`src/hdl/cau_pkg.sv`:
```
package cau_pkg;

  localparam int DW    = 16;
  localparam int FB    = 8;
  localparam int AW    = 3;
  localparam int PW    = 2 * DW;
  localparam int VW    = 2 * DW + 2;
  localparam int NUMW  = PW;
  localparam int DENW  = PW;
  localparam int QW    = DW;
  localparam int CW    = DENW + QW;
  localparam int NCELL = QW;

  localparam logic [AW-1:0] ACT_ADD  = 3'd0;
  localparam logic [AW-1:0] ACT_SUB  = 3'd1;
  localparam logic [AW-1:0] ACT_MUL  = 3'd2;
  localparam logic [AW-1:0] ACT_DIV  = 3'd3;
  localparam logic [AW-1:0] ACT_CONJ = 3'd4;

  typedef struct packed {
    logic                   neg;
    logic                   ovf;
    logic [DENW-1:0]        rem;
    logic [QW-1:0]          low;
    logic [QW-1:0]          q;
    logic signed [VW-1:0]   val;
  } lane_t;

  typedef struct packed {
    logic            div;
    logic [DENW-1:0] den;
    lane_t           re;
    lane_t           im;
  } cell_t;

endpackage

```
`src/hdl/cau_if.sv`:
```


interface cau_out_if;
  logic                          valid;
  logic                          ready;
  logic signed [cau_pkg::DW-1:0] res_real;
  logic signed [cau_pkg::DW-1:0] res_imag;
  logic                          saturated;

  modport source (output valid, res_real, res_imag, saturated, input ready);
  modport sink (input valid, res_real, res_imag, saturated, output ready);
endinterface

```
`src/hdl/cau_back.sv`:
```
module cau_back (
  input  logic           clk,
  input  logic           rst,
  input  logic           in_valid,
  output logic           in_ready,
  input  cau_pkg::cell_t in_data,
  cau_out_if.source      result
);

  localparam logic signed [cau_pkg::VW-1:0] VPOS =
    {{(cau_pkg::VW-cau_pkg::DW+1){1'b0}}, {(cau_pkg::DW-1){1'b1}}};
  localparam logic signed [cau_pkg::VW-1:0] VNEG =
    {{(cau_pkg::VW-cau_pkg::DW+1){1'b1}}, {(cau_pkg::DW-1){1'b0}}};
  localparam logic signed [cau_pkg::VW-1:0] VBIG = cau_pkg::VW'(1) << cau_pkg::DW;

  logic signed [cau_pkg::VW-1:0] v_re, v_im, c_re, c_im;
  logic                          f_re, f_im;

  function automatic logic signed [cau_pkg::VW-1:0] lane_val(input logic div,
                                                             input cau_pkg::lane_t l);
    logic signed [cau_pkg::VW-1:0] m;
    m = l.ovf ? VBIG : cau_pkg::VW'(l.q);
    if (!div) begin
      return l.val;
    end
    return l.neg ? -m : m;
  endfunction

  assign in_ready = !result.valid || result.ready;

  always_comb begin
    v_re = lane_val(in_data.div, in_data.re);
    v_im = lane_val(in_data.div, in_data.im);
    f_re = (v_re > VPOS) || (v_re < VNEG);
    f_im = (v_im > VPOS) || (v_im < VNEG);
    c_re = (v_re > VPOS) ? VPOS : ((v_re < VNEG) ? VNEG : v_re);
    c_im = (v_im > VPOS) ? VPOS : ((v_im < VNEG) ? VNEG : v_im);
  end

  always_ff @(posedge clk) begin
    if (rst) begin
      result.valid <= 1'b0;
    end else if (in_ready) begin
      result.valid <= in_valid;
    end
    if (in_ready && in_valid) begin
      result.res_real  <= c_re[cau_pkg::DW-1:0];
      result.res_imag  <= c_im[cau_pkg::DW-1:0];
      result.saturated <= f_re || f_im;
    end
  end

endmodule

```
`src/flat_wrapper.sv`:
```
// flat-port wrapper written by rule: the top's interface ports become plain ports
module cau_back_flat 
  (clk, rst, in_valid, in_ready, in_data, result_valid, result_res_real, result_res_imag, result_saturated, result_ready);
  cau_out_if result_i ();
  input  logic clk;
  input  logic rst;
  input  logic in_valid;
  output logic in_ready;
  input  cau_pkg::cell_t in_data;
  output wire logic [$bits(result_i.valid)-1:0] result_valid;
  output wire logic [$bits(result_i.res_real)-1:0] result_res_real;
  output wire logic [$bits(result_i.res_imag)-1:0] result_res_imag;
  output wire logic [$bits(result_i.saturated)-1:0] result_saturated;
  input wire logic [$bits(result_i.ready)-1:0] result_ready;
  assign result_valid = result_i.valid;
  assign result_res_real = result_i.res_real;
  assign result_res_imag = result_i.res_imag;
  assign result_saturated = result_i.saturated;
  assign result_i.ready = result_ready;
  cau_back u_core (.clk(clk), .rst(rst), .in_valid(in_valid), .in_ready(in_ready), .in_data(in_data), .result(result_i));
endmodule
```
`config.mk`:
```
export PLATFORM = sky130hd
export DESIGN_NAME = cau_back_flat
export DESIGN_NICKNAME = d
export VERILOG_FILES = /design/src/hdl/cau_pkg.sv /design/src/hdl/cau_if.sv /design/src/hdl/cau_back.sv /design/src/flat_wrapper.sv
export SDC_FILE = /design/constraint.sdc
export NUM_CORES = 1
export LEC_CHECK = 0
export ABC_AREA = 1
export BUFFER_PORTS_ARGS = -buffer_cell sky130_fd_sc_hd__buf_2
export CAP_MARGIN = 25
export CORE_AREA = 2 2 106 108
export DETAILED_ROUTE_END_ITERATION = 8
export DIE_AREA = 0 0 108 110
export GPL_ROUTABILITY_DRIVEN = 0
export GPL_TIMING_DRIVEN = 1
export MAX_ROUTING_LAYER = met4
export PLACE_DENSITY = 0.69
export SLEW_MARGIN = 15
export SYNTH_ARGS = -nofsm -noshare
export SYNTH_HDL_FRONTEND = slang
export SYNTH_SLANG_ARGS = --single-unit
```
`constraint.sdc`:
```
create_clock -name clk -period 3.5 [get_ports clk]
set_input_delay 0.35 -clock clk [delete_from_list [all_inputs] [get_ports clk]]
set_output_delay 0.35 -clock clk [all_outputs]
set_load 0.01 [all_outputs]
```
==> Yosys cells after proc, flatten, opt, wreduce, memory -nomap -nowiden <==
Cells that the tools add are included.
{ "totals": {"reg_bits": 34, "latch_bits": 0, "ramBits": 0, "romBits": 0, "in_bits": 237, "word_cells": 24, "n_memories": 0} }
{ "op_classes": {"n_addsub": 2, "n_mul": 0, "n_div": 0, "order_cmp": 4, "eq_ne": 0, "shifts": 0, "mux": 8, "n_bitwise": 0, "n_reduce_logical": 6} }
{ "op_table": {"columns": ["operator", "n"], "rows": [
  ["$mux W34", 4],
  ["$gt A34 B16 Y1 const B", 2],
  ["$lt A34 B16 Y1 const B", 2],
  ["$neg A34 Y34", 2],
  ["$mux W17", 2],
  ["$mux W16", 2],
  ["$logic_or A1 B1 Y1", 4],
  ["$logic_and A1 B1 Y1", 1],
  ["$logic_not A1 Y1", 1]
]} }

==> Logic depth before layout (Yosys ltp) <==
{ "depth": {"word_depth": 7, "mapped_depth": 24} }

==> Least setup slack after synthesis <==
Ideal clock, no wire load.
{ "synth_path": {"kind": "input to register", "startpoint": "in in_data[198] in the netlist's numbering", "endpoint": "reg u_core.result.res_real[10] (data pin)", "setup_time_ns": 0.253, "t_arrival_ns": 2.601, "required_ns": 3.247, "path_slack_ns": 0.646, "cell_stages": 22, "n_path_buf": 2, "cell_sequence": "inv_2 -> buf_2 -> nand2_1 -> ha_1 -> nand3_1 -> nor2_1 -> nand3_1 -> nor2_1 -> nand2_1 -> nor2_1 -> ha_1 -> nand2_1 -> nand3_1 -> o21ai_0 -> o2111ai_1 -> a21oi_1 -> nand2_1 -> nor2_1 -> nand3_1 -> nand2_1 -> buf_4 -> nand2_1"} }
{ "synth_between": {"elab_chain_len": 6} }
{ "synth_lines": {"columns": ["item", "line", "source"], "rows": [
  ["from (decl)", "flat_wrapper.sv:9", "input cau_pkg::cell_t in_data;"],
  ["$mux W17 (*)", "cau_back.sv:22", "m = l.ovf ? VBIG : cau_pkg::VW'(l.q);"],
  ["$neg A34 Y34", "cau_back.sv:26", "return l.neg ? -m : m;"],
  ["$mux W34 (*) (2 in series)", "cau_back.sv:26", null],
  ["$lt A34 B16 Y1", "cau_back.sv:36", "c_re = (v_re > VPOS) ? VPOS : ((v_re < VNEG) ? VNEG : v_re);"],
  ["$mux W16", "cau_back.sv:36", null],
  ["to (signal assigned)", "cau_back.sv:47", "result.res_real <= c_re[cau_pkg::DW-1:0];"],
  ["to (decl)", "cau_if.sv:10", "modport source (output valid, res_real, res_imag, saturated, input ready);"]
]} }
Mark *: on every way between the ends. The rest lies on a longest branch, timed or not.
A chain may end at the register's enable or synchronous reset.

==> Worst setup path in the final report <==
{ "layout_path": {"startpoint": "in in_data[98] in the netlist's numbering", "endpoint": "reg u_core.result.res_imag[13] (data pin)"} }
{ "layout_between": {"elab_chain_len": 6} }
{ "layout_lines": {"columns": ["item", "line", "source"], "rows": [
  ["$mux W17 (*)", "cau_back.sv:22", null],
  ["$neg A34 Y34", "cau_back.sv:26", null],
  ["$mux W34 (*) (2 in series)", "cau_back.sv:26", null],
  ["$lt A34 B16 Y1", "cau_back.sv:37", "c_im = (v_im > VPOS) ? VPOS : ((v_im < VNEG) ? VNEG : v_im);"],
  ["$mux W16", "cau_back.sv:37", null],
  ["to (signal assigned)", "cau_back.sv:48", "result.res_imag <= c_im[cau_pkg::DW-1:0];"],
  ["to (decl)", "cau_if.sv:10", null]
]} }
Marked as above.

==> flow_metrics.tcl <==
set metrics [dict create \
    cts_buffers 5 \
    coreArea_um2 10700 \
    vias 3608 \
    required_ns 3.51 \
    netlist_area_um2 3330 \
    crit_start "in_data[98]" \
    htreeDepth 2 \
    p_comb_share_pct 36.1 \
    fin_nets 903 \
    drtAntennaViolNets 0 \
    r2r_cells 2 \
    r2r_end "u_core.result.res_real[9]" \
    layout_commonest_cell "nand2_1" \
    critPathCapture "u_core.result.res_imag[13]" \
    initial_core_util_pct 31.2 \
    grt_pass1_vias 3167 \
    fin_skew_ns 0.00337 \
    yosysUniqueCellTypes 39 \
    cts_tree "built" \
    grt_max_degree 51 \
    cp.arrival_ns 3.16 \
    hpwl_um 7800 \
    slew_headroom_pct 61.5 \
    status "finished, final reports clean" \
    cts.path.max_buffers 2 \
    synth_top_area_share_pct 29.7 \
    wl_per_cell_um 11.4 \
    final_cell_count_no_fill 803 \
    r2r_setup_slack_ns 2.12 \
    num_io_pins 272 \
    die_h_um 110 \
    whs_ns 0.213 \
    leakagePower_nw 2.19 \
    cp-end-kind "flop" \
    root_buffer "clkbuf_8" \
    swShare_pct 33.0 \
    tns_ns 0 \
    p_per_area_nw_per_um2 288 \
    clockPowerShare_pct 23.5 \
    totalWireLength_um 9190 \
    antenna_cells 0 \
    yosys-top-cells-area "edfxtp_1 (30%), nand2_1 (22%), nor2_1 (8.3%), a21oi_1 (6.3%), o21ai_0 (3.8%)" \
    clkSlewWorstSetupHoldPaths_ns 0.06 \
    die_w_um 108 \
    drc 0 \
    layout_common_cells "nand2_1 (197), buf_2 (143), nor2_1 (74)" \
    antenna_found_initial 0 \
    io_buffers 143 \
    max_freq_mhz 317 \
    first_iter_violations 238 \
    cts.sinks 34 \
    worst_slew_pin_slew_ns 0.576 \
    syn_area_per_cell_um2 6.40 \
    drive_gt1_share_pct 28.5 \
    switching_power_w 0.000411 \
    start_kind "input pin" \
    dieArea_um2 11900 \
    seqPwrFrac_pct 40.4 \
    syn_to_final_growth_pct 29.3 \
    dp_cells 794 \
    cts_hold_buf 0 \
    holdPathStages 2 \
    hold_class "in2reg" \
    r2r_start "u_core.result.valid" \
    rsz0062_at_grt "false" \
    clk_latency_ns 0.29 \
    viasPerCell 4.49 \
    intPower_w 0.000832 \
    cts_setup_buffers 0 \
    fin_crit_ns 3.16 \
    path_class "in2reg" \
    syn_nets 762 \
    peakVddDrop_mv 0.197 \
    ys_warn_count 0 \
    drv_slew 0 \
    postSynthCellCount 521 \
    core.rowCount 38 \
    setup_viol 0 \
    synth_seq_area_share_pct 30.3 \
    grt_overflow 0 \
    cts_resized 0 \
    power_w 0.00124 \
    period_share_pct 90.2 \
    drtPass1Iterations 4 \
    grt_pass1_wl_um 14500 \
    cp_max_fo 16 \
    ys_ff_latch 34 \
    grt_usage_pct 15.7 \
    finalHoldViolations 0 \
    synth_top_cell_by_area "edfxtp_1" \
    maxCapViolations 0 \
]
layout make-up:
cell class	instances	area (µm²)
fillers	1190	6390
inverters	31	116
clock buffers	7	86.3
multi-input cells	435	2100
flip-flops and latches	34	1010
clock inverters	1	5.00
repair buffers	155	813
well taps	140	175
worst max-delay path, stage by stage:
cell and delay (ns):
buf_2 0.15, inv_2 0.13, nand2_4 0.10, ha_1 0.18
nand3_2 0.11, nor2_4 0.18, nand4_1 0.13, nor4b_1 0.29
ha_1 0.29, nand2_1 0.06, nand3_1 0.10, o21ai_0 0.12
nand3_1 0.10, nor2_1 0.13, nand4_2 0.16, a21oi_4 0.44
nand2_1 0.15
Yosys cell counts (all sizes together):
| library cell | instances |
|---|---|
| a21oi | 43 |
| a31oi | 1 |
| and2 | 2 |
| buf | 14 |
| clkbuf | 7 |
| clkinv | 3 |
| dfxtp | 1 |
| edfxtp | 33 |
| ha | 4 |
| inv | 28 |
| nand2 | 206 |
| nand3 | 27 |
| nand3b | 1 |
| nand4 | 4 |
| nor2 | 78 |
| nor3 | 4 |
| nor4b | 1 |
| o2111ai | 1 |
| o21a | 1 |
| o21ai | 32 |
| o21bai | 1 |
| o41ai | 1 |
| or2 | 2 |
| xnor2 | 12 |
| xor2 | 14 |
metal layers:
| layer | vias up | track usage (%) | share of wire, % |
|---|---|---|---|
| li1 | 1969 | - | - |
| met4 | 0 | 4.76 | 1.3 |
| met3 | 8 | 0.941 | 6.3 |
| met1 | 1511 | 22.9 | 50 |
| met2 | 120 | 23.3 | 42 |
| met5 | - | - | 0 |
kinds of logic after synthesis:
kind of cell / after synthesis / synth area share (%)
adder cells (fa/ha/maj): 4 / 1.50
flip-flops: 34 / 30.3
buffers and inverters: 52 / 6.94
AO/OA/AOI/OAI: 80 / 13.4
XOR/XNOR: 26 / 6.83
AND/OR/NAND/NOR: 325 / 41.0
sequential cells by signal (all words and copies together) (netlist names):
name / cells
u_core.result.res_imag: 16
u_core.result.res_real: 16
u_core.result.saturated: 1
u_core.result.valid: 1
worst min path at each step:
stage          start                   to  slack [ns]
6_report         rst  u_core.result.valid        0.21
2_1_floorplan    rst  u_core.result.valid        0.42
3_5_place_dp     rst  u_core.result.valid        0.51
5_1_grt          rst  u_core.result.valid        0.20
4_1_cts          rst  u_core.result.valid        0.20
3_3_place_gp     rst  u_core.result.valid        0.51
power by group through the flow:
stage / Clock, W / Combinational [W] / Sequential (W)
6_report: 0.000292 / 0.000449 / 0.000502
5_1_grt: 0.000319 / 0.000511 / 0.000505
4_1_cts: 0.000300 / 0.000449 / 0.000503
3_5_place_dp: 0 / 0.000448 / 0.000512
3_3_place_gp: 0 / 0.000445 / 0.000512
2_1_floorplan: 0 / 0.000262 / 0.000533
metrics by stage:
stage / setup slack [ns] / cell area (µm²) / utilization (%)
2_1_floorplan: 0.646 / 3330 / -
3_3_place_gp: 0.121 / 4200 / 39.3
3_5_place_dp: 0.0573 / 4200 / 39.3
4_1_cts: 0.365 / 4300 / 40.2
5_1_grt: 0.00992 / 4310 / 40.3
6_report: 0.343 / 4310 / 40.3
No activity file was read; power rests on OpenSTA's default activity.
