File: src/hdl/cau_pkg.sv
package cau_pkg;

  localparam int DW    = 16;
  localparam int FB    = 8;
  localparam int AW    = 3;
  localparam int PW    = 2 * DW;
  localparam int VW    = 2 * DW + 2;
  localparam int NUMW  = PW;
  localparam int DENW  = PW;
  localparam int QW    = DW;
  localparam int CW    = DENW + QW;
  localparam int NCELL = QW;

  localparam logic [AW-1:0] ACT_ADD  = 3'd0;
  localparam logic [AW-1:0] ACT_SUB  = 3'd1;
  localparam logic [AW-1:0] ACT_MUL  = 3'd2;
  localparam logic [AW-1:0] ACT_DIV  = 3'd3;
  localparam logic [AW-1:0] ACT_CONJ = 3'd4;

  typedef struct packed {
    logic                   neg;
    logic                   ovf;
    logic [DENW-1:0]        rem;
    logic [QW-1:0]          low;
    logic [QW-1:0]          q;
    logic signed [VW-1:0]   val;
  } lane_t;

  typedef struct packed {
    logic            div;
    logic [DENW-1:0] den;
    lane_t           re;
    lane_t           im;
  } cell_t;

endpackage

File: src/hdl/cau_cell.sv
module cau_cell (
  input  logic           clk,
  input  logic           rst,
  input  logic           in_valid,
  output logic           in_ready,
  input  cau_pkg::cell_t in_data,
  output logic           out_valid,
  input  logic           out_ready,
  output cau_pkg::cell_t out_data
);

  cau_pkg::cell_t data_next;
  logic [cau_pkg::DENW:0] t_re, t_im;
  logic                   b_re, b_im;

  assign in_ready = !out_valid || out_ready;

  // one restoring quotient bit per lane
  always_comb begin
    data_next = in_data;
    t_re = {in_data.re.rem, in_data.re.low[cau_pkg::QW-1]};
    t_im = {in_data.im.rem, in_data.im.low[cau_pkg::QW-1]};
    b_re = t_re >= {1'b0, in_data.den};
    b_im = t_im >= {1'b0, in_data.den};
    data_next.re.rem = b_re ? cau_pkg::DENW'(t_re - {1'b0, in_data.den})
                            : cau_pkg::DENW'(t_re);
    data_next.im.rem = b_im ? cau_pkg::DENW'(t_im - {1'b0, in_data.den})
                            : cau_pkg::DENW'(t_im);
    data_next.re.low = in_data.re.low << 1;
    data_next.im.low = in_data.im.low << 1;
    data_next.re.q   = {in_data.re.q[cau_pkg::QW-2:0], b_re};
    data_next.im.q   = {in_data.im.q[cau_pkg::QW-2:0], b_im};
  end

  always_ff @(posedge clk) begin
    if (rst) begin
      out_valid <= 1'b0;
    end else if (in_ready) begin
      out_valid <= in_valid;
    end
    if (in_ready && in_valid) begin
      out_data <= data_next;
    end
  end

endmodule

File: config.mk
export PLATFORM = sky130hd
export DESIGN_NAME = cau_cell
export DESIGN_NICKNAME = d
export VERILOG_FILES = /design/src/hdl/cau_pkg.sv /design/src/hdl/cau_cell.sv
export SDC_FILE = /design/constraint.sdc
export NUM_CORES = 1
export LEC_CHECK = 0
export ABC_AREA = 0
export BUFFER_PORTS_ARGS = -buffer_cell sky130_fd_sc_hd__buf_2
export CORE_AREA = 2 2 181 183
export CTS_CLUSTER_SIZE = 20
export DETAILED_ROUTE_END_ITERATION = 8
export DIE_AREA = 0 0 183 185
export PLACE_DENSITY = 0.69
export SYNTH_ARGS = -nofsm -noshare
export SYNTH_HDL_FRONTEND = slang
export SYNTH_SLANG_ARGS = --single-unit
File: constraint.sdc
create_clock -name clk -period 13.65 [get_ports clk]
set_input_delay 2.0475 -clock clk [delete_from_list [all_inputs] [get_ports clk]]
set_output_delay 2.0475 -clock clk [all_outputs]
set_load 0.01 [all_outputs]
# == Yosys cells after proc, flatten, opt, wreduce, memory -nomap -nowiden ==
# Cells that the tools add are included.
# word_totals
regBits,232
input_bits,237
wordCells,24
output_inout_bits,235
# classes
n_lt_le_gt_ge,2
addsub,2
mux,2
n_reduce_logical,3
# op_table
operator,count
33-bit by 32-bit >= comparator with 1-bit output,2
32-bit two-way mux,2
32-bit subtractor,2
1-bit logical AND,1
1-bit logical NOT,1
1-bit logical OR,1

# == Depth between registers and ports, before layout ==
# Gate-level depths: netlist (run 1).
# logic_depth
word_depth,3
ltp_mapped,13
depth_no_buf,11

# == Worst setup path after synthesis (run 1) ==
# Ideal clock, no wire load.
# synth_path
kind,in2reg
from,input out_ready
to,register out_data[0] in the netlist's numbering (enable)
t_required_ns,13.029
setup_slack_ns,5.505
cell_stages,2
path_buffers,0
t_arrival_ns,7.524
setup_ns,0.621
path_cell_list,nand2b_1 -> and2_1
# synth_via
elab_chain_len,2
# synth_lines
element,line_no,source
start: declaration,cau_cell.sv:8,"input logic out_ready,"
1-bit logical OR,cau_cell.sv:16,assign in_ready = !out_valid || out_ready;
1-bit logical AND,cau_cell.sv:41,if (in_ready && in_valid) begin
end signal: assignment,cau_cell.sv:42,out_data <= data_next;
end: declaration,cau_cell.sv:9,output cau_pkg::cell_t out_data
# No other way between the ends.
# A chain may end at the register's enable or synchronous reset.

==> results by group, run 1 <==
Synthesis
  – Xor/xnor share of the synthesized area: 0.0344
  – Mapped Avg Cell Area: 13.0 um^2
  – Asr flop ratio synth: 0
  – Synth area leaders: edfxtp_1 (59%), ha_1 (6.8%), mux2_4 (3.5%)
  – Largest family of logic cells by synthesized area: compound AO/OA/AOI/OAI gates
  – Yosys warning total: 0
  – Cells after Synth: 900
  – Seq/Total Area, Yosys: 0.594
  – Cell variety after synth: 75
  – Area fraction of the dominant cell type after synthesis: 0.592
  – Adder-cell share of the synthesized area: 0.0718
  – Cell area after synthesis: 0.0117 mm^2
  – Post-synth top flop: edfxtp_1
  – Area leader, netlist: edfxtp_1
  – Yosys reg bits: 232
  – Post-synth EDFFs: 231
  – Post-synthesis compound-gate area fraction: 0.142
  – Simple-gate share of the synthesized area: 0.0838
  – Multiplexer share of the synthesized area: 0.0399

Timing
  – Setup-failing EPs final: 0
  – Setup TNS: 0 ps
  – Final period util: 0.382
  – Slew HR: 0.288
  – Max Clock Skew: 5.12 ps
  – Final min period: 5210 ps
  – Max Slew Vio Count: 0
  – Max Fclk: 192 MHz
  – Final WS setup: 8440 ps
  – RSZ-0062 raised after global routing: no
  – Final Hold Fails: 0
  – Tightest Pin Transition: 1070 ps

Clock tree
  – CTS Buffer Depth: 3
  – Num CTS Buffers: 28
  – Post-CTS Setup Repair Bufs: 0
  – Clock slew at reported path FFs: 60 ps
  – Post_cts resized: 0
  – Cts-stage hold buffer count: 0
  – CTS Sinks: 232
  – Root buf cell: clkbuf_16
  – Worst-skew pair later-pin latency: 540 ps
  – CTS H-tree lvls: 1
  – CTS tree: built

Setup path
  – R2r startpoint: out_valid
  – Reg2Reg Depth: 3
  – Worst Path Max Fanout: 50
  – Path length in cells of the critical path: 12
  – Most used cell, CP: o31a_1
  – Critical Path Source: in_data[201]
  – CP cell instances: buf_2, inv_1, ha_1, nor2b_1, o31a_1, o31a_1, a21o_1, o21ai_1, o21a_2, inv_2, o211a_1, nor3_1
  – R2r setup slk: 10900 ps
  – Startpoint types: input port
  – FF-to-FF End: out_data[87]
  – Critical path class: in2reg
  – Crit end category: register
  – CP delay by family, top: compound AO/OA/AOI/OAI gates
  – CP Capture Point: out_data[87]
  – Crit path largest cell delay: 530 ps
  – Critical path's slowest cell: o21a_2
  – Required time worst endpoint: 13980 ps
  – Arrival @ worst endpoint: 5540 ps
  – Worst Path Buf+Inv: 3

Global routing
  – Largest net degree at the start of global routing: 81
  – Met2 Track Usage GR: 0.400
  – Met3 GRT Util: 0.0533
  – Grt ovf: 0
  – Global-route wire length before repair: 55.7 mm
  – GRT Total Usage: 0.220
  – Initial antenna violation count: 10
  – Vias in the first global route: 8965
  – Grt met1 use: 0.259
  – Top Usage Layer GRT: met2

Route
  – Remaining antenna violation count: 0
  – Final WL: 39.6 mm
  – Drt pass-1 iters: 6
  – WL/cell: 22.0 um
  – Vias: 9265
  – Iteration-0 DRC count of the detailed router: 514
  – DRC Markers: 0
  – Vias/cell: 5.15

Power and ir drop
  – Register share of total power: 0.428
  – Internal: 1.48 mW
  – Max IR drop VDD: 0.0000805 V
  – Final Total Pwr: 2.04 mW
  – Logic pwr share: 0.202
  – NetSw: 0.560 mW
  – Sw Share: 0.275
  – Clock power share: 0.369
  – Leak: 6.79 nW
  – PwrDens: 133 mW/mm^2

Floorplanning
  – I/O pin cnt: 472
  – Row Count: 66
  – Core Region: 0.0320 mm^2
  – Starting Density: 0.365
  – Die height: 185 um
  – Die W: 183 um
  – Die ar.: 0.0339 mm^2

Layout
  – Final Core Density: 0.478
  – Commonest non-fill, non-tap cell in the layout: buf_2
  – Fill cell count: 2960
  – Area Overhead vs Synth: 30.8%
  – Layout Nets: 1671
  – Most frequent cells in the layout: buf_2 (467), edfxtp_1 (231), a21oi_1 (77), ha_1 (64), nor2_1 (57)
  – Layout cell share with drive strength beyond 1: 0.405

Run
  – Max Cap Violations: 0

Hold path
  – Hold crit path type: reg2reg

Placement
  – Place WS: 7920 ps
  – Port buffer count: 467
  – DP Wirelength: 31.3 mm
  – GP Congestion: 1.00

Status
  – Outcome: finished clean
-- worst min-delay path by stage --
stage	from	end	slack (ps)	cells after the start
after floorplan	out_valid	out_valid	590	2
after global placement	out_valid	out_valid	600	2
after detailed placement	out_valid	out_valid	630	2
after CTS	out_valid	out_valid	640	2
after global routing	out_valid	out_valid	670	2
final	out_valid	out_valid	630	2
-- layout make-up --
cell class,count,area (um^2),area share
flip-flops and latches,232,6960,0.454
multi-input cells,586,4370,0.285
repair buffers,469,2350,0.154
clock buffers,33,741,0.0484
well taps,408,510,0.0333
inverters,51,199,0.0130
clock inverters,18,185,0.0121
diodes,3,7.51,0.000490
-- registers in the layout, summed over array words and instances, names as in the netlist --
name / flops
out_data: 231
out_valid: 1
-- cell families after synthesis --
| logic type | after synthesis |
|---|---|
| buffers and inverters | 83 |
| muxes | 33 |
| other | 1 |
| DFF | 232 |
| AOI/OAI and AO/OA | 239 |
| and+or+nand+nor | 200 |
| xor gates and xnor gates | 46 |
| adders and majority gates | 66 |
-- worst min-delay path, cell delays in order (launching register included) --
cell      delay [ps]
dfxtp_1          310
nand2b_1         160
a21oi_1          110
-- metrics by stage --
step | instance area (um^2) | std cells | hold slack, ps
after floorplan | 11700 | 901 | 593
after global placement | 14400 | 1746 | 597
after detailed placement | 14400 | 1746 | 629
after CTS | 15300 | 1797 | 637
after global routing | 15300 | 1799 | 666
final | 15300 | 1800 | 629
-- power groups by stage --
| stage | logic, mW | clock network (mW) | registers, mW |
|---|---|---|---|
| 6_report | 0.412 | 0.752 | 0.872 |
| 5_1_grt | 0.447 | 0.791 | 0.877 |
| 4_1_cts | 0.413 | 0.766 | 0.873 |
| 3_5_place_dp | 0.410 | 0 | 0.887 |
| 3_3_place_gp | 0.406 | 0 | 0.886 |
| 2_1_floorplan | 0.227 | 0 | 0.926 |
-- cells in the mapped netlist (8+ instances only) --
master and n:
a21o_1 31, a21oi_1 77, clkbuf_1 20, edfxtp_1 231, ha_1 64, inv_1 49
mux2_4 27, nand2_1 51, nand3_1 15, nand4_1 14, nor2_1 57, nor2b_1 11
nor3_1 13, o211a_1 8, o21a_1 8, o21ai_0 37, o31ai_1 8, xnor2_1 26
xor2_1 20
-- per-layer routing --
layer  up-vias  routed length (um)
met3        67                3030
met5         -                  72
met1      4450               15300
met2       364               20200
met4        10                 961
li1       4374                   -
Note: power is estimated with default switching activity, not from simulation.
==> run 2: changes to the inputs <==
--- a/config.mk
+++ b/config.mk
@@ -7,11 +7,11 @@
 export LEC_CHECK = 0
 export ABC_AREA = 0
 export BUFFER_PORTS_ARGS = -buffer_cell sky130_fd_sc_hd__buf_2
-export CORE_AREA = 2 2 181 183
+export CORE_AREA = 2 2 182 184
 export CTS_CLUSTER_SIZE = 20
 export DETAILED_ROUTE_END_ITERATION = 8
-export DIE_AREA = 0 0 183 185
-export PLACE_DENSITY = 0.69
+export DIE_AREA = 0 0 184 186
+export PLACE_DENSITY = 0.7
 export SYNTH_ARGS = -nofsm -noshare
 export SYNTH_HDL_FRONTEND = slang
 export SYNTH_SLANG_ARGS = --single-unit
==> constraint.sdc (replaced) <==
create_clock -name clk -period 4.6 [get_ports clk]
set_input_delay 0.69 -clock clk [delete_from_list [all_inputs] [get_ports clk]]
set_output_delay 0.69 -clock clk [all_outputs]
set_load 0.01 [all_outputs]
==> run 2 against run 1 <==
  * Combinational power increased to 3.0 times the previous value
  * Setup slack got worse by 7200 ps
  * Total power increased to 2.9 times the previous value
  * Cell count increased by 0.78%
  * Non-clock buffer count increased by 8
  * Global-route usage about the same
  * Sequential power increased to 3.0 times the previous value
  * Count of clock-buffer cells in the layout decreased by 3
  * Largest cell class unchanged
  * Highest routed layer unchanged
==> results by group, run 2 (synthesized netlist as in run 1, its figures left out) <==
Setup path
  – Worst Path Max Fanout: 31
  – Reg2Reg Depth: 3
  – CP delay by family, top: compound AO/OA/AOI/OAI gates
  – CP cell instances: buf_2, inv_1, ha_1, and4_4, nand4_4, a2111oi_4, o211ai_4, o211ai_4, a31oi_4, a31o_4, inv_8, mux2_2
  – Path length in cells of the critical path: 12
  – Worst Path Buf+Inv: 3
  – Most used cell, CP: o211ai_4
  – Crit end category: register
  – Critical path's slowest cell: ha_1
  – Required time worst endpoint: 4890 ps
  – Arrival @ worst endpoint: 3610 ps
  – Crit path largest cell delay: 450 ps
  – Startpoint types: input port
  – Critical path class: in2reg

Clock tree
  – Post_cts resized: 0
  – Post-CTS Setup Repair Bufs: 0
  – CTS Sinks: 232
  – Worst-skew pair later-pin latency: 530 ps
  – CTS Buffer Depth: 3
  – Num CTS Buffers: 28
  – Root buf cell: clkbuf_16
  – Clock slew at reported path FFs: 60 ps
  – Cts-stage hold buffer count: 0
  – CTS H-tree lvls: 1
  – CTS tree: built

Layout
  – Most frequent cells in the layout: buf_2 (467), edfxtp_1 (231), a21oi_1 (77), ha_1 (64), nor2_1 (57)
  – Area Overhead vs Synth: 31.0%
  – Commonest non-fill, non-tap cell in the layout: buf_2
  – Register with the most flip-flops: out_data
  – Layout Nets: 1679
  – Max reg flops: 231
  – Layout cell share with drive strength beyond 1: 0.408
  – Top flop regs: out_data (231), out_valid (1)

Timing
  – RSZ-0062 raised after global routing: no
  – Max Fclk: 302 MHz
  – Max Slew Vio Count: 0
  – Slew HR: 0.549
  – Max Clock Skew: 7.96 ps
  – Setup-failing EPs final: 0
  – Final Hold Fails: 0
  – Final min period: 3320 ps
  – Final period util: 0.721
  – Setup TNS: 0 ps
  – Tightest Pin Transition: 659 ps

Global routing
  – Vias in the first global route: 9056
  – GRT Total Usage: 0.220
  – Grt ovf: 0
  – Largest net degree at the start of global routing: 75
  – Initial antenna violation count: 16
  – Global-route wire length before repair: 55.6 mm

Placement
  – Port buffer count: 467
  – GP Congestion: 0.935
  – DP Wirelength: 32.1 mm

Power and ir drop
  – Leak: 6.80 nW
  – Max IR drop VDD: 0.000253 V
  – Final Total Pwr: 5.86 mW
  – PwrDens: 382 mW/mm^2

Floorplanning
  – Core Region: 0.0322 mm^2
  – I/O pin cnt: 472
  – Die W: 184 um
  – Starting Density: 0.364
  – Die ar.: 0.0342 mm^2
  – Die height: 186 um
  – Row Count: 66

Route
  – DRC Markers: 0
  – Iteration-0 DRC count of the detailed router: 583
  – Drt pass-1 iters: 5
  – Final WL: 39.9 mm
  – Vias: 9340
  – Remaining antenna violation count: 0
  – WL/cell: 22.0 um
  – Vias/cell: 5.15

Hold path
  – Hold path cells: 2
  – Hold crit path type: in2reg

Status
  – Outcome: finished clean

Run
  – Max Cap Violations: 0
==> run 2: cell count changes in the layout (fill, tap and decap cells not counted), sizes merged <==
cell    delta
buf        +8
diode      +7
clkinv     +4
bufinv     -3
clkbuf     -3
inv        +1
==> run 2: final timing paths <==
| check | startpoint | endpoint | slack, ps |
|---|---|---|---|
| worst max register to register | out_valid | out_data[41] | 2600 |
| worst max-delay path | in_data[208] | out_data[197] | 1280 |
| worst min-delay path | rst | out_valid | 300 |
| worst min register to register | out_valid | out_valid | 590 |
==> run 2: routing by layer <==
metal / global-route usage / wire length (um) / vias up
met5: 0 / 56 / -
met1: 0.258 / 15400 / 4446
met4: 0.101 / 1670 / 10
met3: 0.0591 / 3310 / 84
li1: - / - / 4391
met2: 0.377 / 19500 / 409
==> run 2: cell type report <==
cell class	instances	area [um^2]
clock inverter	20	120
tap	408	510
antenna	10	25.0
inverter	51	199
clock buffer	30	729
timing repair buffer	477	2420
sequential	232	6960
fill	2931	16900
multi-input combinational	586	4370
==> run 2: report_power, final <==
group          switching (mW)  leakage (nW)  total, mW  internal [mW]
sequential             0.0432          2.24       2.59           2.55
combinational           0.712          4.16       1.23          0.520
clock                   0.889         0.406       2.04           1.15
total                    1.64          6.80       5.86           4.21
==> run 2: worst reg2reg max path, cell delays in order, from the launching register on <==
cell and delay (ps):
dfxtp_1 310, nand2b_1 150, and2_4 520, buf_4 610
==> run 2: per-stage QoR <==
step / hold WS, ps / util / setup slack, ps / area (um^2) / cells
2_1_floorplan: 593 / - / 420 / 11700 / 901
3_3_place_gp: 558 / 0.449 / 736 / 14500 / 1754
3_5_place_dp: 580 / 0.449 / 736 / 14500 / 1754
4_1_cts: 282 / 0.475 / 1280 / 15300 / 1804
5_1_grt: 293 / 0.476 / 1120 / 15300 / 1810
6_report: 305 / 0.476 / 1280 / 15300 / 1814
